[src/rtl/lqr_pkg.sv]
// shared types and constants for the large angle quadrant reduction pipeline
// holds the 2/pi bit string, the pi/2 multiplier and the stage payload structs
package lqr_pkg;

  localparam int PIPE_DEPTH = 8;

  localparam logic [255:0] TPI_BITS = {
    32'hA2F9836E, 32'h4E441529, 32'hFC2757D1, 32'hF534DDC0,
    32'hDB629599, 32'h3C439041, 32'hFE5163AB, 32'hDEBBC561
  };

  // 2/pi with zeros above the binary point, first bit after the point at bit 255
  localparam logic [511:0] TPI_EXT = {256'd0, TPI_BITS};

  localparam logic [31:0] PIO2 = 32'hC90FDAA2;
  localparam logic [23:0] IMPLICIT_BIT = 24'h800000;
  localparam logic [8:0] WIN_BASE = 9'd312;

  typedef struct packed {
    logic        sign;
    logic [23:0] mant;
    logic [95:0] win;
  } win_t;

  typedef struct packed {
    logic        sign;
    logic [65:0] hi;
  } fix_t;

  typedef struct packed {
    logic        sign;
    logic        neg;
    logic [1:0]  q;
    logic        zero;
    logic [5:0]  sh;
    logic [31:0] top;
  } nrm_t;

  typedef struct packed {
    logic [1:0]  q;
    logic [31:0] bits;
  } res_t;

endpackage

[src/rtl/lqr_mul.sv]
// second and third stages: 24x96 product as three registered partial products
// and their sum, keeping the quadrant bits and 64 fraction bits; depends on lqr_pkg
module lqr_mul import lqr_pkg::*; (
  input  logic clk,
  input  logic en,
  input  win_t win_in,
  output fix_t fix_out
);

  logic [55:0] pp0;
  logic [55:0] pp1;
  logic [55:0] pp2;
  logic        sign_b;
  logic [95:0] sum;

  always_ff @(posedge clk) begin
    if (en) begin
      pp0    <= {32'd0, win_in.mant} * {24'd0, win_in.win[95:64]};
      pp1    <= {32'd0, win_in.mant} * {24'd0, win_in.win[63:32]};
      pp2    <= {32'd0, win_in.mant} * {24'd0, win_in.win[31:0]};
      sign_b <= win_in.sign;
    end
  end

  assign sum = {pp0[31:0], 64'd0} + {8'd0, pp1, 32'd0} + {40'd0, pp2};

  always_ff @(posedge clk) begin
    if (en) begin
      fix_out.sign <= sign_b;
      fix_out.hi   <= sum[95:30];
    end
  end

endmodule

[config.mk]
export PLATFORM = sky130hd
export DESIGN_NAME = lqr_mul
export DESIGN_NICKNAME = d
export VERILOG_FILES = /design/src/rtl/lqr_pkg.sv /design/src/rtl/lqr_mul.sv
export SDC_FILE = /design/constraint.sdc
export NUM_CORES = 2
export LEC_CHECK = 0
export BUFFER_PORTS_ARGS = -buffer_cell sky130_fd_sc_hd__buf_2
export CAP_MARGIN = 20
export CORE_MARGIN = 2
export CORE_UTILIZATION = 65
export CTS_CLUSTER_DIAMETER = 200
export CTS_CLUSTER_SIZE = 40
export DETAILED_ROUTE_END_ITERATION = 6
export PLACE_DENSITY = 0.87
export SYNTH_ARGS = -nofsm -noshare
export SYNTH_HDL_FRONTEND = slang
export SYNTH_SLANG_ARGS = --single-unit
[constraint.sdc]
create_clock -name clk -period 8.1 [get_ports clk]
set_input_delay 0.405 -clock clk [delete_from_list [all_inputs] [get_ports clk]]
set_output_delay 0.405 -clock clk [all_outputs]
set_load 0.005 [all_outputs]
; ---- After elaboration in Yosys (flattened, before gate mapping)
; Cells that the tools add are included.
[word_totals]
regBits = 212
in_bits = 123
output_inout_bits = 67
wordCells = 11
[classes]
add_sub_neg = 2
mul = 3
[op_table]
columns = operator, count
row1 = $mul 24x32->56, 2
row2 = $add 96x56->96, 1
row3 = $add 96x88->96, 1
row4 = $mul 24x32->32, 1

; ---- Longest topological paths before layout
[logic_depth]
ltp_word = 2
ltp_mapped = 27
depth_no_buf = 25

; ---- Worst setup path before layout
; Ideal clock, no wire load.
[synth_path]
path_type = input-to-reg
from = in win_in[99] in the netlist's numbering
to = reg pp1[50] (data pin)
setup_ps = 259
arrival_time_ps = 6924
required_time_ps = 7841
slack_ps = 916
cell_stages = 26
n_path_buf = 2
cell_sequence = clkbuf_1 clkbuf_1 nand2_1 fa_1 inv_1 fa_1 inv_1 fa_1 fa_1 inv_1 fa_1 fa_1 inv_1 fa_1 inv_1 ha_1 a21o_1 a21o_1 a21oi_1 o21ai_1 a311oi_1 o31ai_4 a21oi_1 o211ai_1 o41a_1 xor2_1
[synth_between]
elab_chain_cells = 1
[synth_lines]
columns = element, line_no
row1 = from (decl), lqr_mul.sv:6  ; input win_t win_in,
row2 = $mul 24x32->56, lqr_mul.sv:19  ; pp1 <= {32'd0, win_in.mant} * {24'd0, win_in.win[63:32]};
row3 = to (signal assigned), lqr_mul.sv:19
row4 = to (decl), lqr_mul.sv:11  ; logic [55:0] pp1;
; No other way between the ends.
; A chain may end at the register's enable or synchronous reset.

; ---- Worst setup path in the final report
[layout_path]
from = in win_in[97] in the netlist's numbering
to = reg pp1[52] (data pin)
; Same word-level chain as after synthesis.

==> results.toml <==
[synthesis]
synthTopCellsByCount = "inv_1 (1,835), fa_1 (1,705), nand2_1 (1,116)"
synth.avg_cell_area_um2 = 9.26
yosys.area.top_type = "fa_1"
ys_seq_area_frac = 0.0772
syn_nets = 9980
syn_area_um2 = 70800
synth_seq_cells = 182
async_flop_share = 0
yosysWarningCount = 0
synth_ff_type = "edfxtp_1"
synth-edff-count = 182
yosys.cell_types.count = 75
syn-instance-count = 7653
netlist_top_cells_area = "fa_1 (48%), inv_1 (9.7%), ha_1 (8.8%)"
synth_top_area_frac = 0.482
yosys.cell_count.top_type = "inv_1"

[floorplanning]
die_area_um2 = 112000
die_height_um = 334
fp.dieW_um = 334
initial_core_util = 0.653
fp-row-count = 121
ios = 190
design.core.area_um2 = 108000

[drt]
antenna_left = 0
wl_per_cell_um = 21.9
via_per_inst = 5.94
routed_wl_um = 198000
drc = 0
num_vias = 53709
drtPass1Iterations = 6
drtIter0Drc = 5245

[timing]
period_share = 0.942
rsz0062_at_grt = "false"
fmax_ghz = 0.131
skew_ns = 0.0281
finalMaxSlewViolations = 0
finalHoldViolCount = 0
slew_headroom = 0.248
tns_ns = 0
setup_viol = 0
worst_pin_slew_ns = 1.12
post-route-min-period_ns = 7.63

[clocking]
tritoncts = "yes"
clock_path_buffers = 2
cts.sink_count = 182
cts_buffers = 17
cts_setup_buffers = 0
h-tree-depth = 4
cts.repair.resized = 0
clk-insertion-delay-late_ns = 0.53
clkTransAtPathRegs_ns = 0.08
holdBufCountCts = 0
cts-root-buf = "clkbuf_16"

[worst_setup_path]
crit_path_max_incr_delay_ns = 0.58
cp.arrival_ns = 7.91
reg2reg_to = "fix_out[65]"
crit_buf_inv = 5
cp_common_cell = "fa_1"
path_cells = "buf_2 -> and2_1 -> fa_1 -> fa_1 -> inv_1 -> fa_1 -> fa_1 -> fa_1 -> inv_1 -> fa_1 -> inv_1 -> fa_1 -> inv_1 -> ha_1 -> o21a_1 -> o21ai_0 -> nor4_1 -> nor2_1 -> o31ai_4 -> a311oi_1 -> o31ai_1 -> a221oi_1 -> xnor2_1"
path_class = "in -> reg"
r2r-start = "pp2[42]"
worst_setup_path_end_kind = "flip-flop"
crit_family = "adder cells"
r2r_setup_slack_ns = 3.40
crit_path_start_kind = "input pin"
crit_fanout = 16
worst_r2r_path_depth = 11
slowest_stage = "buf_2"
required_ns = 8.37

[worst_hold_path]
hold_depth = 1
holdCritPathClass = "in -> reg"
whs_endpoint = "sign_b"
holdCritStartpoint = "win_in[120]"

[placed_design]
portBuffers = 189
place.gp.congestion = 0.966
dpl.hpwl_um = 155000

[layout]
drive_gt1_frac = 0.0490
final_nets = 9925
area_delta_synth_final_pct = 4.46

[global_routing]
globalRouteOverflowTotal = 0
grt_max_degree = 75
grt_pass1_wl_um = 314000
antenna_found_initial = 20
gr-usage-all-layers = 0.367
grt_pass1_vias = 59064

[flow_run]
cap_violations = 0

[outcome]
status = "finished clean"
-- layout make-up --
type | instances | area [um^2]
multi-input combinational | 5240 | 57000
antenna | 12 | 30.0
tap | 1414 | 1770
sequential | 182 | 5470
clock buffer | 20 | 437
fill | 7724 | 34400
timing repair buffer | 322 | 2300
clock inverter | 12 | 115
inverter | 1835 | 6890
-- worst max path at each step --
stage,startpoint,cells after the start,endpoint
final,win_in[97],23,pp1[52]
after global routing,win_in[97],23,pp1[52]
after CTS,win_in[97],23,pp1[52]
after detailed placement,win_in[97],23,pp1[52]
after global placement,win_in[96],23,pp1[52]
after floorplan,win_in[99],26,pp1[50]
-- per-stage QoR --
stage               worst slack, ns  utilization  hold slack, ns  cell area, um^2  cells
detailed placement           0.0417        0.677           0.408            73400   8993
floorplan                     0.916            -           0.400            70800   7653
CTS                           0.586        0.682          0.0396            74000   9025
finish                        0.466        0.683          0.0655            74000   9037
global placement              0.255        0.677           0.403            73400   8993
global route                  0.266        0.682          0.0550            74000   9029
-- kinds of logic (layout without fill, tap and decap cells) --
kind of cell               Yosys count  in the layout  share of synthesized area
AOI/OAI and AO/OA                  472            472                     0.0440
xor gates and xnor gates           202            202                     0.0250
adders and majority gates         2204           2204                      0.570
buffers and inverters             2231           2189                      0.118
DFF                                182            182                     0.0772
other                                0             12                          0
and+or+nand+nor                   2362           2362                      0.166
-- sequential cells by signal, summed over array words and instances, names as in the netlist --
name / count
pp0: 32
fix_out: 67
sign_b: 1
pp1: 56
pp2: 26
-- metal layers --
metal | routed length, um | part of all wire | GRT usage
met1 | 67500 | 0.34 | 0.453
met2 | 92200 | 0.47 | 0.585
met3 | 26100 | 0.13 | 0.113
met4 | 11800 | 0.060 | 0.188
met5 | 153 | 0.00077 | 0
-- layout by cell type (no fill, tap or decap), types with 5 or more instances in the layout --
| cell type | count |
|---|---|
| inv_1 | 1835 |
| fa_1 | 1705 |
| nand2_1 | 1116 |
| and2_1 | 996 |
| ha_1 | 499 |
| buf_2 | 185 |
| edfxtp_1 | 182 |
| xnor2_1 | 147 |
| a21oi_1 | 130 |
| buf_4 | 109 |
| nor2_1 | 91 |
| a21o_1 | 74 |
| o21ai_0 | 71 |
| xor2_1 | 55 |
| o21a_1 | 29 |
| nor3_1 | 29 |
| buf_12 | 27 |
| nand3_1 | 25 |
| and3_1 | 24 |
| o21ai_1 | 23 |
| o21bai_1 | 21 |
| nand2b_1 | 18 |
| a31oi_1 | 18 |
| clkbuf_16 | 17 |
| a211oi_1 | 16 |
| nand4_1 | 15 |
| o211ai_1 | 13 |
| diode_2 | 12 |
| nor2b_1 | 12 |
| a311oi_1 | 9 |
| or3_1 | 8 |
| and4_1 | 7 |
| o31ai_1 | 7 |
| a41oi_1 | 5 |
| o2111ai_1 | 5 |
Power is not shown: default switching activity piles up to over one toggle a cycle in this logic, so the estimate is an artifact.
