### config.mk
export PLATFORM = sky130hd
export DESIGN_NAME = lqr_norm
export DESIGN_NICKNAME = d
export VERILOG_FILES = /design/src/rtl/lqr_pkg.sv /design/src/rtl/lqr_norm.sv
export SDC_FILE = /design/constraint.sdc
export NUM_CORES = 1
export LEC_CHECK = 0
export BUFFER_PORTS_ARGS = -buffer_cell sky130_fd_sc_hd__buf_2
export CAP_MARGIN = 5
export CORE_MARGIN = 3
export CORE_UTILIZATION = 65
export DETAILED_ROUTE_END_ITERATION = 6
export PLACE_DENSITY = 0.95
export SLEW_MARGIN = 20
export SYNTH_ARGS = -nofsm -noshare
export SYNTH_HDL_FRONTEND = slang
export SYNTH_SLANG_ARGS = --single-unit
### constraint.sdc
create_clock -name clk -period 6.34 [get_ports clk]
set_input_delay 0.317 -clock clk [delete_from_list [all_inputs] [get_ports clk]]
set_output_delay 0.317 -clock clk [all_outputs]
set_load 0.01 [all_outputs]
### src/rtl/lqr_pkg.sv
// shared types and constants for the large angle quadrant reduction pipeline
// holds the 2/pi bit string, the pi/2 multiplier and the stage payload structs
package lqr_pkg;

  localparam int PIPE_DEPTH = 8;

  localparam logic [255:0] TPI_BITS = {
    32'hA2F9836E, 32'h4E441529, 32'hFC2757D1, 32'hF534DDC0,
    32'hDB629599, 32'h3C439041, 32'hFE5163AB, 32'hDEBBC561
  };

  // 2/pi with zeros above the binary point, first bit after the point at bit 255
  localparam logic [511:0] TPI_EXT = {256'd0, TPI_BITS};

  localparam logic [31:0] PIO2 = 32'hC90FDAA2;
  localparam logic [23:0] IMPLICIT_BIT = 24'h800000;
  localparam logic [8:0] WIN_BASE = 9'd312;

  typedef struct packed {
    logic        sign;
    logic [23:0] mant;
    logic [95:0] win;
  } win_t;

  typedef struct packed {
    logic        sign;
    logic [65:0] hi;
  } fix_t;

  typedef struct packed {
    logic        sign;
    logic        neg;
    logic [1:0]  q;
    logic        zero;
    logic [5:0]  sh;
    logic [31:0] top;
  } nrm_t;

  typedef struct packed {
    logic [1:0]  q;
    logic [31:0] bits;
  } res_t;

endpackage

### src/rtl/lqr_norm.sv
// stages four to six: rounds to the nearest quadrant, takes the fraction
// magnitude, counts leading zeros and normalizes; depends on lqr_pkg
module lqr_norm import lqr_pkg::*; (
  input  logic clk,
  input  logic en,
  input  fix_t fix_in,
  output nrm_t nrm_out
);

  logic        d_sign;
  logic        d_neg;
  logic [1:0]  d_q;
  logic [63:0] d_mag;

  logic        e_sign;
  logic        e_neg;
  logic [1:0]  e_q;
  logic        e_zero;
  logic [5:0]  e_sh;
  logic [63:0] e_mag;

  logic [5:0]  lz;
  logic [63:0] shifted;

  always_ff @(posedge clk) begin
    if (en) begin
      d_sign <= fix_in.sign;
      d_neg  <= fix_in.hi[63];
      d_q    <= fix_in.hi[65:64] + {1'b0, fix_in.hi[63]};
      d_mag  <= fix_in.hi[63] ? (64'd0 - fix_in.hi[63:0]) : fix_in.hi[63:0];
    end
  end

  // position of the highest set bit, as a left shift count
  always_comb begin
    lz = '0;
    for (int i = 0; i < 64; i++) begin
      if (d_mag[i]) begin
        lz = 6'(63 - i);
      end
    end
  end

  always_ff @(posedge clk) begin
    if (en) begin
      e_sign <= d_sign;
      e_neg  <= d_neg;
      e_q    <= d_q;
      e_zero <= (d_mag == 64'd0);
      e_sh   <= lz;
      e_mag  <= d_mag;
    end
  end

  assign shifted = e_mag << e_sh;

  always_ff @(posedge clk) begin
    if (en) begin
      nrm_out.sign <= e_sign;
      nrm_out.neg  <= e_neg;
      nrm_out.q    <= e_q;
      nrm_out.zero <= e_zero;
      nrm_out.sh   <= e_sh;
      nrm_out.top  <= shifted[63:32];
    end
  end

endmodule

# Word-level counts from Yosys, hierarchy flattened
# Index checks and enable logic that the tools add are counted.
dict set report classes {
  n_addsub 2
  reduce_logical 6
  n_shift 1
  n_mux 64
}
# cell n
set op_table {}
lappend op_table {{two-way mux 6 bit} 32}
lappend op_table {{two-way mux 5 bit} 16}
lappend op_table {{zero test 64 bit} 1}
lappend op_table {{left shift 64 x 6 -> 64 bit} 1}
lappend op_table {{subtractor 1 x 64 -> 64 bit, first input constant} 1}
lappend op_table {{two-way mux 63 bit} 1}
lappend op_table {{two-way mux 4 bit} 8}
lappend op_table {{OR reduction 32 bit} 1}
lappend op_table {{OR reduction 16 bit} 1}
lappend op_table {{two-way mux 3 bit} 4}
lappend op_table {{OR reduction 8 bit} 1}
lappend op_table {{two-way mux 2 bit} 2}
lappend op_table {{OR reduction 4 bit} 1}
lappend op_table {{adder 2 x 1 -> 2 bit} 1}
lappend op_table {{OR reduction 2 bit} 1}
lappend op_table {{two-way mux 1 bit} 1}
dict set report totals {
  reg_bits 186
  in_bits 69
  wordCells 95
  out_inout_bits 43
}

# Longest topological paths before layout
dict set report depth {
  word_depth 63
  ltp_mapped 10
  mapped_depth_nobuf 8
}

# Least setup slack after synthesis
# OpenSTA, ideal clock, no wires.
dict set report synth_timing {
  path_kind {input-to-reg}
  from {input port fix_in[23] (netlist bit)}
  to {register d_mag[61] (data pin)}
  t_arrival_ns 2.455
  cell_stages 6
  path_slack_ns 3.623
  t_required_ns 6.077
  setup_ns 0.263
  cell_sequence {or4_4 > or4b_4 > nor4_4 > nand3_2 > o41ai_2 > xnor2_1}
}
dict set report synth_via {
  elab_chain_len 2
}
# item line
set synth_lines {}
lappend synth_lines {{from (decl)} lqr_norm.sv:6} ;# input fix_t fix_in,
lappend synth_lines {{subtractor 1 x 64 -> 64 bit} lqr_norm.sv:30} ;# d_mag <= fix_in.hi[63] ? (64'd0 - fix_in.hi[63:0]) : fix_in.hi[63:0];
lappend synth_lines {{two-way mux 63 bit} lqr_norm.sv:30}
lappend synth_lines {{to (signal assigned)} lqr_norm.sv:30}
lappend synth_lines {{to (decl)} lqr_norm.sv:13} ;# logic [63:0] d_mag;
# No other way between the ends.
# A chain may end at the register's enable or synchronous reset.

# Final worst setup path
dict set report layout_timing {
  from {register e_sh[1]}
  to {register nrm_out[19] (netlist bit) (data pin)}
}
dict set report layout_via {
  elab_chain_len 1
}
# item line
set layout_lines {}
lappend layout_lines {{from (decl)} lqr_norm.sv:19} ;# logic [5:0] e_sh;
lappend layout_lines {{from (signal assigned)} lqr_norm.sv:50} ;# e_sh <= lz;
lappend layout_lines {{left shift 64 x 6 -> 64 bit} lqr_norm.sv:55} ;# assign shifted = e_mag << e_sh;
lappend layout_lines {{via shifted[51]} lqr_norm.sv:23} ;# logic [63:0] shifted;
lappend layout_lines {{to (decl)} lqr_norm.sv:7} ;# output nrm_t nrm_out
# The timed path passes the listed nets, and every way through them passes these cells.

==> results.yml <==
yosys:
  synth_top_area_cell: "edfxtp_1"
  syn_nets: 1050
  syn_area_per_cell_um2: 11.4
  post-synth-top-count-cell: "edfxtp_1"
  yosysWarnings: 0
  synthDistinctLibCells: 66
  synth_edf_count: 186
  ys_async_sr_fraction: 0
  ys_ff_latch: 186
  netlist_top_cells_area: "edfxtp_1 (50%), mux4_2 (5.3%), mux2i_1 (5.1%)"
  netlist_area_um2: 11100
  synthFlopType: "edfxtp_1"
  synth-seq-area-share: 0.502
  synth_commonest_cells: "edfxtp_1 (186), nand2_1 (86), xnor2_1 (61)"
  netlist.area_leader.share: 0.502
  synthCells: 979
cells_and_area:
  antenna_cells: 0
  nets: 1128
  syn2layout_area_growth_pct: 11.2
  drive_gt1_frac: 0.207
global_routing:
  grt_max_degree: 120
  grt_pass1_wl_mm: 46.9
  first_global_vias: 8355
  track_usage: 0.326
  overflow: 0
  antenna_found_initial: 1
routing:
  wl_mm: 30.1
  ant_nets: 0
  vias: 9249
  wl_per_cell_um: 23.3
  vias_per_cell: 7.17
  drt-initial-drc-count: 1487
  drc: 0
  drtPass1Iterations: 6
clock_network:
  cts_tree: "done"
  post_cts_buffers: 0
  clk_latency_ps: 450
  clockBufferDepth: 2
  hold_buffers: 0
  clkSlewWorstSetupHoldPaths_ps: 70
  numCtsBuffers: 17
  cts_htree_levels: 4
  cts_resized: 0
  clkSinkCount: 186
  cts-root-buf: "clkbuf_16"
critical_path:
  cp_max_fo: 70
  arrival_ps: 3420
  cp-start-kind: "flop"
  reg2reg_slack_ps: 3110
  crit_type: "flop to flop"
  critPathCaptureType: "flop"
  crit_required_ps: 6530
pwr:
  leakagePower_nw: 4.28
  power_density_nw_per_um2: 265
  ir_drop_mv: 0.204
floorplanning:
  die-width_um: 137
  io_pins: 112
  dieArea_um2: 18700
  core_um2: 16700
  row_count: 47
  start_util: 0.667
  fp.dieH_um: 137
timing:
  fin_skew_ps: 10.5
  hold_violations: 0
  rsz0062_at_grt: "no"
  setup_viol: 0
  layout_setup_ws_ps: 3110
  timing.final.max_slew_violations: 0
  relSlewSlack: 0.276
  fin_crit_sh: 0.509
  worstMarginPinSlew_ps: 1090
  fin_crit_ps: 3230
  max_freq_ghz: 0.310
  fin_setup_tns_ps: 0
place:
  place_ws_ps: 3200
  gp_congestion: 1.07
  place_hpwl_mm: 20.7
  io_buffers: 111
flow_run:
  drv_cap: 0
hold_path:
  hp-class: "primary input to flop"
outcome:
  status: "completed"
[kinds of logic (layout without fill, tap and decap cells)]
logic type / Yosys count / after routing / synth area share
xor+xnor: 62 / 62 / 0.0488
fa+ha+maj: 2 / 2 / 0.00225
simple gates: 261 / 261 / 0.116
flops: 186 / 186 / 0.502
compound gates: 274 / 274 / 0.171
mux: 110 / 110 / 0.131
buf+inv: 84 / 175 / 0.0290
[power by group]
part           internal (mW)  total (mW)  switching (mW)
registers               1.50        1.61           0.108
logic                  0.253       0.620           0.367
clock network          0.556        1.06           0.500
total                   2.31        3.29           0.976
[final timing paths]
check / startpoint / to / cells past startpoint
worst max register to register: e_sh[1] / nrm_out[19] / 6
worst max-delay path: e_sh[1] / nrm_out[19] / 6
worst min register to register: d_sign / e_sign / 0
worst min-delay path: fix_in[66] / d_sign / 1
[metal layers]
metal	vias to the layer above	part of all wire	track usage
li1	4058	-	-
met1	4332	0.39	0.449
met2	743	0.47	0.516
met3	114	0.098	0.0555
met4	2	0.042	0.139
met5	-	0.00043	0
[final cells by class]
class	count	area, µm²
flip-flops and latches	186	5590
multi-input cells	709	5230
fillers	1067	4320
repair buffers	119	622
clock buffers	17	425
well taps	220	275
clock inverters	15	158
inverters	24	90.1
[sequential cells by signal, summed over array words and instances, names as in the netlist]
| name | flops |
|---|---|
| e_zero | 1 |
| e_q | 2 |
| e_neg | 1 |
| d_mag | 64 |
| d_neg | 1 |
| d_q | 2 |
| e_mag | 64 |
| e_sign | 1 |
| e_sh | 6 |
| nrm_out | 43 |
| d_sign | 1 |
[worst max-delay path, stage by stage (launching register included)]
cell and delay, ps:
edfxtp_1 320, buf_4 710, nor2b_1 900, a221oi_1 220
a32oi_1 270, o31ai_1 140, a221o_1 380
[metrics by stage]
stage / utilization / hold WS (ps) / power (mW) / instance area, µm² / cells
finish: 0.742 / 50.7 / 3.29 / 12400 / 1290
floorplan: - / 400 / 1.99 / 11100 / 979
CTS: 0.742 / 39.9 / 3.27 / 12400 / 1290
global route: 0.742 / 47.1 / 3.39 / 12400 / 1290
global placement: 0.707 / 400 / 2.20 / 11800 / 1258
detailed placement: 0.707 / 405 / 2.22 / 11800 / 1258
[placed cells by master (no fill, tap or decap), types with 22 or more instances in the layout]
cell,netlist,layout
o22ai_1,37,37
a21oi_1,33,33
nor2_1,58,58
nand2_1,86,86
mux2i_1,57,57
mux2_2,27,27
buf_2,6,110
mux4_2,26,26
xnor2_1,61,61
edfxtp_1,186,186
o31ai_1,25,25
inv_1,22,22
o21ai_0,56,56
Power figures use the tool's default switching activity.
