===== config.mk =====
export PLATFORM = sky130hd
export DESIGN_NAME = lqr_round
export DESIGN_NICKNAME = d
export VERILOG_FILES = /design/src/rtl/lqr_pkg.sv /design/src/rtl/lqr_round.sv
export SDC_FILE = /design/constraint.sdc
export NUM_CORES = 1
export LEC_CHECK = 0
export ABC_AREA = 1
export BUFFER_PORTS_ARGS = -buffer_cell sky130_fd_sc_hd__buf_2
export CORE_MARGIN = 2
export CORE_UTILIZATION = 59
export DETAILED_ROUTE_END_ITERATION = 8
export GPL_TIMING_DRIVEN = 0
export PLACE_DENSITY = 0.8
export SYNTH_ARGS = -nofsm -noshare
export SYNTH_HDL_FRONTEND = slang
export SYNTH_SLANG_ARGS = --single-unit

===== constraint.sdc =====
create_clock -name clk -period 5.5 [get_ports clk]
set_input_delay 0.275 -clock clk [delete_from_list [all_inputs] [get_ports clk]]
set_output_delay 0.275 -clock clk [all_outputs]
set_load 0.005 [all_outputs]

===== src/rtl/lqr_pkg.sv =====
// shared types and constants for the large angle quadrant reduction pipeline
// holds the 2/pi bit string, the pi/2 multiplier and the stage payload structs
package lqr_pkg;

  localparam int PIPE_DEPTH = 8;

  localparam logic [255:0] TPI_BITS = {
    32'hA2F9836E, 32'h4E441529, 32'hFC2757D1, 32'hF534DDC0,
    32'hDB629599, 32'h3C439041, 32'hFE5163AB, 32'hDEBBC561
  };

  // 2/pi with zeros above the binary point, first bit after the point at bit 255
  localparam logic [511:0] TPI_EXT = {256'd0, TPI_BITS};

  localparam logic [31:0] PIO2 = 32'hC90FDAA2;
  localparam logic [23:0] IMPLICIT_BIT = 24'h800000;
  localparam logic [8:0] WIN_BASE = 9'd312;

  typedef struct packed {
    logic        sign;
    logic [23:0] mant;
    logic [95:0] win;
  } win_t;

  typedef struct packed {
    logic        sign;
    logic [65:0] hi;
  } fix_t;

  typedef struct packed {
    logic        sign;
    logic        neg;
    logic [1:0]  q;
    logic        zero;
    logic [5:0]  sh;
    logic [31:0] top;
  } nrm_t;

  typedef struct packed {
    logic [1:0]  q;
    logic [31:0] bits;
  } res_t;

endpackage


===== src/rtl/lqr_round.sv =====
// last two stages: scales the fraction by pi/2 and rounds to single
// with round-to-nearest-even, then applies the input sign; depends on lqr_pkg
module lqr_round import lqr_pkg::*; (
  input  logic clk,
  input  logic en,
  input  nrm_t nrm_in,
  output res_t res_out
);

  nrm_t        g;
  logic [63:0] prod;

  logic        p31;
  logic [23:0] mant24;
  logic        guard;
  logic        sticky;
  logic        inc;
  logic [24:0] mant25;
  logic [7:0]  expo;
  logic        rsign;
  logic [31:0] rbits;

  assign prod = {32'd0, nrm_in.top} * {32'd0, PIO2};

  always_ff @(posedge clk) begin
    if (en) begin
      g.sign <= nrm_in.sign;
      g.neg  <= nrm_in.neg;
      g.q    <= nrm_in.q;
      g.zero <= nrm_in.zero;
      g.sh   <= nrm_in.sh;
      g.top  <= prod[63:32];
    end
  end

  // for a nonzero fraction the scaled top is at least 2^30, so the leading one sits at bit 31 or 30
  always_comb begin
    p31    = g.top[31];
    mant24 = p31 ? g.top[31:8] : g.top[30:7];
    guard  = p31 ? g.top[7] : g.top[6];
    sticky = p31 ? (|g.top[6:0]) : (|g.top[5:0]);
    inc    = guard & (sticky | mant24[0]);
    mant25 = {1'b0, mant24} + {24'd0, inc};
    expo   = (p31 ? 8'd127 : 8'd126) + {7'd0, mant25[24]} - {2'd0, g.sh};
    rsign  = g.neg ^ g.sign;
    rbits  = g.zero ? {rsign, 31'd0} : {rsign, expo, mant25[22:0]};
  end

  always_ff @(posedge clk) begin
    if (en) begin
      res_out.q    <= g.sign ? (2'd0 - g.q) : g.q;
      res_out.bits <= rbits;
    end
  end

endmodule


Word level (Yosys, flattened, before mapping)
Cells that the tools add are included.
{ "word_totals": {"mem_count": 0, "romBits": 0, "latchBits": 0, "regBits": 77, "word_cells": 24, "inputBits": 45, "mem_bits_rw": 0, "output_inout_bits": 34} }
{ "op_classes": {"n_reduce_logical": 2, "div_mod_pow": 0, "shifts": 0, "add_sub_neg": 4, "mux": 5, "bitwise": 3, "n_eq_ne": 0, "order_cmp": 0, "mul": 1} }
{ "ops": {"columns": ["op", "count"], "rows": [
  ["multiplier 32 x 31 -> 63 bit (second input constant)", 1],
  ["adder 24 x 1 -> 25 bit", 1],
  ["two-way mux 24 bit", 1],
  ["adder 7 x 1 -> 8 bit", 1],
  ["subtractor 8 x 6 -> 8 bit", 1],
  ["OR reduction 7 bit", 1],
  ["OR reduction 6 bit", 1],
  ["two-way mux 1 bit", 3],
  ["two-way mux 2 bit", 1],
  ["subtractor 1 x 2 -> 2 bit (first input constant)", 1],
  ["bitwise AND 1 bit", 1],
  ["bitwise OR 1 bit", 1],
  ["XOR 1 bit", 1]
]} }

Logic depth before layout (Yosys ltp)
Gate-level depths: netlist of the first run.
{ "depth": {"ltp_word": 7, "ltp_mapped": 29, "mapped_depth_nobuf": 29} }

Least setup slack after synthesis of the first run
OpenSTA, ideal clock, no wires.
{ "synth_timing": {"kind": "input port to flip-flop", "start": "input port nrm_in[11] in the netlist's numbering", "end": "register g[17] in the netlist's numbering, data pin", "path_buffers": 0, "setup_time_ns": 0.252, "setup_slack_ns": 0.044, "t_required_ns": 5.248, "arrival_ns": 5.204, "cell_stages": 26, "path_cell_list": "inv_1 -> fa_1 -> xnor2_1 -> ha_1 -> inv_1 -> fa_1 -> inv_1 -> ha_1 -> inv_1 -> fa_1 -> inv_1 -> fa_1 -> fa_1 -> ha_1 -> ha_1 -> nand2_1 -> nor2_1 -> inv_1 -> nor2_1 -> inv_1 -> nor3_1 -> nand2_1 -> nand2_1 -> nand2_1 -> nand3_1 -> nand2_1"} }
{ "synth_via": {"elab_chain_cells": 1} }
{ "synth_lines": {"columns": ["item", "line", "rtl"], "rows": [
  ["start, declared", "lqr_round.sv:6", "input nrm_t nrm_in,"],
  ["multiplier 32 x 31 -> 63 bit", "lqr_round.sv:23", "assign prod = {32'd0, nrm_in.top} * {32'd0, PIO2};"],
  ["via prod[49]", "lqr_round.sv:11", "logic [63:0] prod;"],
  ["end, declared", "lqr_round.sv:10", "nrm_t g;"]
]} }
The timed path passes the listed nets, and every way through them passes these cells.
A chain may end at the register's enable or synchronous reset.

Worst setup path in the final report of the first run
{ "layout_timing": {"start": "input port nrm_in[2] in the netlist's numbering", "end": "register g[18] in the netlist's numbering, data pin"} }
The elaborated chain is that of the path after synthesis.

==> results of run 1 <==
## flip-flops by register name (all words and copies together), names as in the netlist
register and cells:
res_out 34, g 43
## what timing repair did
action / CTS / global route
hold endpoints to repair: 0 / 0
setup buffers: 29 / 18
pin swaps: 29 / 65
cloned: 0 / 0
setup endpoints to repair: 32 / 32
resized for setup: 206 / 237
## cell usage in the layout (no fill, tap or decap), types with 8 or more instances in the layout
| master | count |
|---|---|
| edfxtp_1 | 77 |
| nand4_1 | 17 |
| nand3_1 | 38 |
| a21o_1 | 8 |
| nor3_2 | 9 |
| o21ai_1 | 21 |
| o21ai_2 | 9 |
| clkinvlp_4 | 12 |
| o21bai_1 | 10 |
| ha_4 | 48 |
| nor2_1 | 124 |
| ha_1 | 330 |
| o21ai_0 | 46 |
| inv_2 | 31 |
| nor2_2 | 42 |
| clkbuf_16 | 9 |
| xor2_1 | 17 |
| nor2_4 | 20 |
| nand2_1 | 281 |
| buf_2 | 48 |
| fa_2 | 21 |
| inv_1 | 656 |
| nor3_1 | 13 |
| xnor2_1 | 8 |
| nand2_2 | 37 |
| a21oi_1 | 66 |
| buf_4 | 51 |
| buf_6 | 18 |
| a21oi_2 | 36 |
| fa_1 | 328 |
| nand3_2 | 12 |
## routing by layer
layer,share of wire,track usage,wire length (um),up-vias
met5,0,0,0,-
met4,0.030,0.0846,1720,0
met3,0.053,0.0296,2990,95
met2,0.49,0.536,27800,492
met1,0.43,0.427,24100,7889
li1,-,-,-,7536
## cells by family (layout without fill, tap and decap cells)
| kind of cell | count (synthesis) | count (layout) | synth area share |
|---|---|---|---|
| buffers and inverters | 707 | 848 | 0.130 |
| adders and majority gates | 732 | 732 | 0.568 |
| and+or+nand+nor | 612 | 612 | 0.121 |
| DFF | 77 | 77 | 0.112 |
| xor gates and xnor gates | 33 | 33 | 0.0139 |
| AOI/OAI and AO/OA | 214 | 214 | 0.0556 |
## worst max path at each step
stage,startpoint,cells after the start,to,slack [ns]
after CTS,nrm_in[11],25,g[31],-0.02
after global routing,nrm_in[2],23,g[18],-0.24
final,nrm_in[2],23,g[18],-0.04
after global placement,nrm_in[9],25,g[31],-1.28
after floorplan,nrm_in[11],26,g[17],0.04
after detailed placement,nrm_in[9],25,g[31],-1.21
## final cells by class
class / count / area share
inverter: 700 / 0.111
clock buffer: 9 / 0.00932
multi-input combinational: 1591 / 0.713
clock inverter: 7 / 0.00440
sequential: 77 / 0.0957
timing repair buffer: 125 / 0.0404
buffer: 7 / 0.00254
tap: 455 / 0.0236
## through the flow
stage	TNS [ns]	utilization
2_1_floorplan	0	-
4_1_cts	-0.0235	0.668
5_1_grt	-3.79	0.699
3_3_place_gp	-31.40	0.628
6_report	-0.109	0.699
3_5_place_dp	-30.28	0.628
==> metrics.yaml, run 1 <==
finish:
  area_delta_synth_final_pct: 16.6
  regArea_um2: 2310
  antenna_cells: 0
  layout.nets: 3288
  n_fill_cell: 2692
  final_area_um2: 24200
  multiInputGateArea_um2: 17200
  stdcell_count: 2971
  drive_above_1_share: 0.183
synth:
  async_flop_share: 0
  yosys.area.top_type: "fa_1"
  yosysMostFrequentCell: "inv_1"
  synth_enable_flop_cells: 77
  yosysWarnings: 0
  ys_seq_area_frac: 0.112
  syn_avg_cell_area_um2: 8.72
  synth_top_area_frac: 0.337
  netlist_area_um2: 20700
  ys.flop_type: "edfxtp_1"
  synthCells: 2375
  syn_nets: 3152
  synth_common_cells: "inv_1, ha_1, fa_1"
  synth-seq-cells: 77
  synth.area.top_cells: "fa_1, ha_1, inv_1"
  synthDistinctLibCells: 36
route:
  drt_iter0_markers: 995
  wl_per_cell_um: 19.1
  routed_via_density: 5.39
  vias: 16012
  drcViolationCount: 0
  routed_wl_um: 56600
  dr.pass1.iters: 6
  ant_nets: 0
placement:
  post-place-ws_ns: -1.21
  gp_congestion: 0.958
  dpl-instance-area_um2: 21700
  port_buffers: 78
  dpl.cell_count: 2908
  hpwl_um: 48000
die:
  initial_utilization: 0.600
  fp.dieW_um: 191
  num_io_pins: 79
  die_area_um2: 36600
  core_um2: 34500
  rows: 68
  die_h_um: 191
sta:
  final_hold_viol_count: 0
  period_share: 1.01
  period_needed_ns: 5.54
  max_freq_mhz: 180
  rsz0062_at_grt: "true"
  worst_slew_pin_slew_ns: 0.935
  whs_ns: 0.104
  setup_viol: 4
  relSlewSlack: 0.377
  fin_ws_ns: -0.0408
  finalClockSkew_ns: 0.00919
  drv_slew: 0
worst_setup_path:
  critical_path.max_stage_delay_ns: 0.54
  cp_num_buf_inv: 7
  rrSetupSlack_ns: 1.01
  critical-path-top-delay-family: "adder cells"
  crit_path_top_delay_cell: "fa_1"
  required_ns: 5.59
  crit_top_cell: "fa_1"
  reg2reg_from: "g[31]"
  reg2reg_depth: 25
  cp.arrival_ns: 5.63
  path_max_fanout: 7
  cp-end-kind: "register"
  path_cells: "buf_6 > ha_1 > inv_1 > fa_1 > inv_1 > fa_1 > inv_2 > fa_1 > inv_1 > fa_1 > fa_1 > fa_1 > ha_1 > ha_4 > nand2_1 > nor2_2 > inv_1 > nor2_1 > inv_1 > nor3_1 > nand2_1 > nand4_1 > nand2_1"
  critical_path_class: "in2reg"
  r2r_end: "res_out[29]"
  crit_path_start_kind: "input pin"
clocking:
  cts_tree: "done"
  clock_sinks: 77
  clk_latency_ns: 0.34
  cts_hold_buffers: 0
  cts_max_path_buffers: 2
  cts.reportedPaths.clkPinSlew_ns: 0.07
  h-tree-depth: 3
  numCtsBuffers: 9
  root_buffer: "clkbuf_16"
job:
  cap_violations: 0
status:
  violations: "setup timing"
  status: "complete, but fails checks"
global_route:
  antenna_found_initial: 0
  track_usage: 0.313
  grt_pass1_vias: 16508
  grt_max_degree: 78
  grt_pass1_wl_um: 87100
  overflow: 0
min_path:
  hp-start: "nrm_in[36]"
  hp-class: "in2reg"
  hold_end: "g[36]"
  holdPathStages: 1
Power of run 1 is not shown: default switching activity piles up to over one toggle a cycle in this logic, so the estimate is an artifact.
==> run 2, diff against run 1 <==
CORE_UTILIZATION = 27   (was 59)
PLACE_DENSITY = default   (was 0.8)
==> run 2 against run 1 <==
Net effect:
- the flow now finishes without violations
- worst hold slack better by 0.0074 ns
- final cell count grew 19%
- via count is 3.3% lower
- critical endpoint is now g[23]
==> metrics.yaml, run 2 (synthesis results as in run 1) <==
worst_setup_path:
  required_ns: 5.60
  cp.arrival_ns: 5.59
  critical_path_class: "in2reg"
  crit_path_start_kind: "input pin"
  path_max_fanout: 6
  cp-end-kind: "register"
die:
  core_um2: 75900
  initial_utilization: 0.273
  fp.dieW_um: 281
  die_area_um2: 79000
  rows: 101
  num_io_pins: 79
  die_h_um: 281
route:
  routed_wl_um: 56200
  drt_iter0_markers: 867
  dr.pass1.iters: 5
  vias: 15478
  ant_nets: 0
  drcViolationCount: 0
  routed_via_density: 4.37
  wl_per_cell_um: 15.9
sta:
  rsz0062_at_grt: "true"
  relSlewSlack: 0.570
  drv_slew: 0
  whs_ns: 0.112
  final_hold_viol_count: 0
  worst_slew_pin_slew_ns: 0.645
  max_freq_mhz: 182
  period_share: 0.998
  finalClockSkew_ns: 0.00771
  period_needed_ns: 5.49
  setup_viol: 0
  setup-tns-final_ns: 0
clocking:
  root_buffer: "clkbuf_16"
  clock_sinks: 77
  cts_tree: "done"
  cts_max_path_buffers: 2
  cts_hold_buffers: 0
  h-tree-depth: 3
  cts.reportedPaths.clkPinSlew_ns: 0.06
  numCtsBuffers: 9
  clk_latency_ns: 0.34
finish:
  largest_reg_flops: 43
  drive_above_1_share: 0.199
  stdcell_count: 3542
  final_common_cell: "inv_1"
  n_fill_cell: 7747
  top_register: "g"
  antenna_cells: 0
  mostFrequentLayoutCells: "inv_1, fa_1, ha_1, nand2_1, nor2_1"
  layout.nets: 3284
  area_delta_synth_final_pct: 21.4
  reg.largest.list: "g (43), res_out (34)"
global_route:
  grt_pass1_wl_um: 85200
  grt_pass1_vias: 15535
  overflow: 0
  track_usage: 0.140
  antenna_found_initial: 0
  grt_max_degree: 56
status:
  status: "finished clean"
placement:
  port_buffers: 78
  dpl.cell_count: 3484
  hpwl_um: 48600
  gp_congestion: 0.949
job:
  cap_violations: 0
min_path:
  hp-class: "in2reg"
==> run 2: cell types whose count changed in the layout (fill, tap and decap cells not counted), moves of 3 or more <==
cell     previous run  this run
nand2_1           281       263
nand2_2            37        53
nand3_2            12        15
nor2_1            124       118
o21ai_1            21        16
buf_4              51        48
ha_1              330       316
ha_4               48        64
nand3_1            38        33
a21oi_4             6         9
o21ai_0            46        49
nor2_2             42        48
==> run 2: path summary, 6_finish.rpt <==
check,startpoint,to,slack (ns),cells after the start
worst max register to register,g[31],res_out[29],1.03,25
worst min register to register,g[39],res_out[32],0.46,0
worst min-delay path,nrm_in[34],g[34],0.11,1
worst max-delay path,nrm_in[11],g[23],0.009,24
==> run 2: area by class of cell <==
class | count | area, um^2 | share of cell area
Inverter | 700 | 2670 | 0.106
Clock buffer | 9 | 225 | 0.00895
Clock inverter | 7 | 53.8 | 0.00214
Sequential cell | 77 | 2310 | 0.0919
Multi-Input combinational cell | 1591 | 17600 | 0.698
Timing Repair Buffer | 121 | 977 | 0.0388
Tap cell | 1030 | 1290 | 0.0512
Buffer | 7 | 61.3 | 0.00244
==> run 2: repair_timing <==
item                                    4_1_cts  5_1_grt
endpoints found under the setup margin       32       32
pin swaps                                    19      120
gates resized for setup                     163      336
buffers inserted                             16       26
==> run 2: layer usage <==
layer,share of wire,track usage,vias to the layer above
met4,0.025,0.0329,0
met2,0.47,0.231,328
li1,-,-,7530
met5,0,0,-
met3,0.042,0.0136,64
met1,0.46,0.196,7556
==> run 2: worst max-delay path: stages <==
cell        delay [ns]
buf_12            0.10
clkinvlp_4        0.16
fa_2              0.63
xnor2_2           0.09
ha_1              0.29
inv_2             0.04
fa_1              0.57
inv_2             0.06
ha_4              0.27
inv_2             0.03
fa_1              0.47
inv_1             0.05
fa_1              0.47
fa_2              0.58
ha_4              0.22
ha_4              0.31
nand2_4           0.08
nor2_4            0.14
inv_4             0.06
buf_4             0.14
nor3_4            0.22
nand3_1           0.13
nand3_1           0.12
nand2_2           0.06
==> run 2: per-stage QoR <==
stage	util	cell area, um^2	worst slack [ns]
2_1_floorplan	-	20700	0.0438
3_3_place_gp	0.295	22400	-1.21
3_5_place_dp	0.295	22400	-1.21
4_1_cts	0.309	23500	-0.0208
5_1_grt	0.331	25200	-0.131
6_report	0.331	25200	0.00857
Power of run 2 is left out for the same reason.
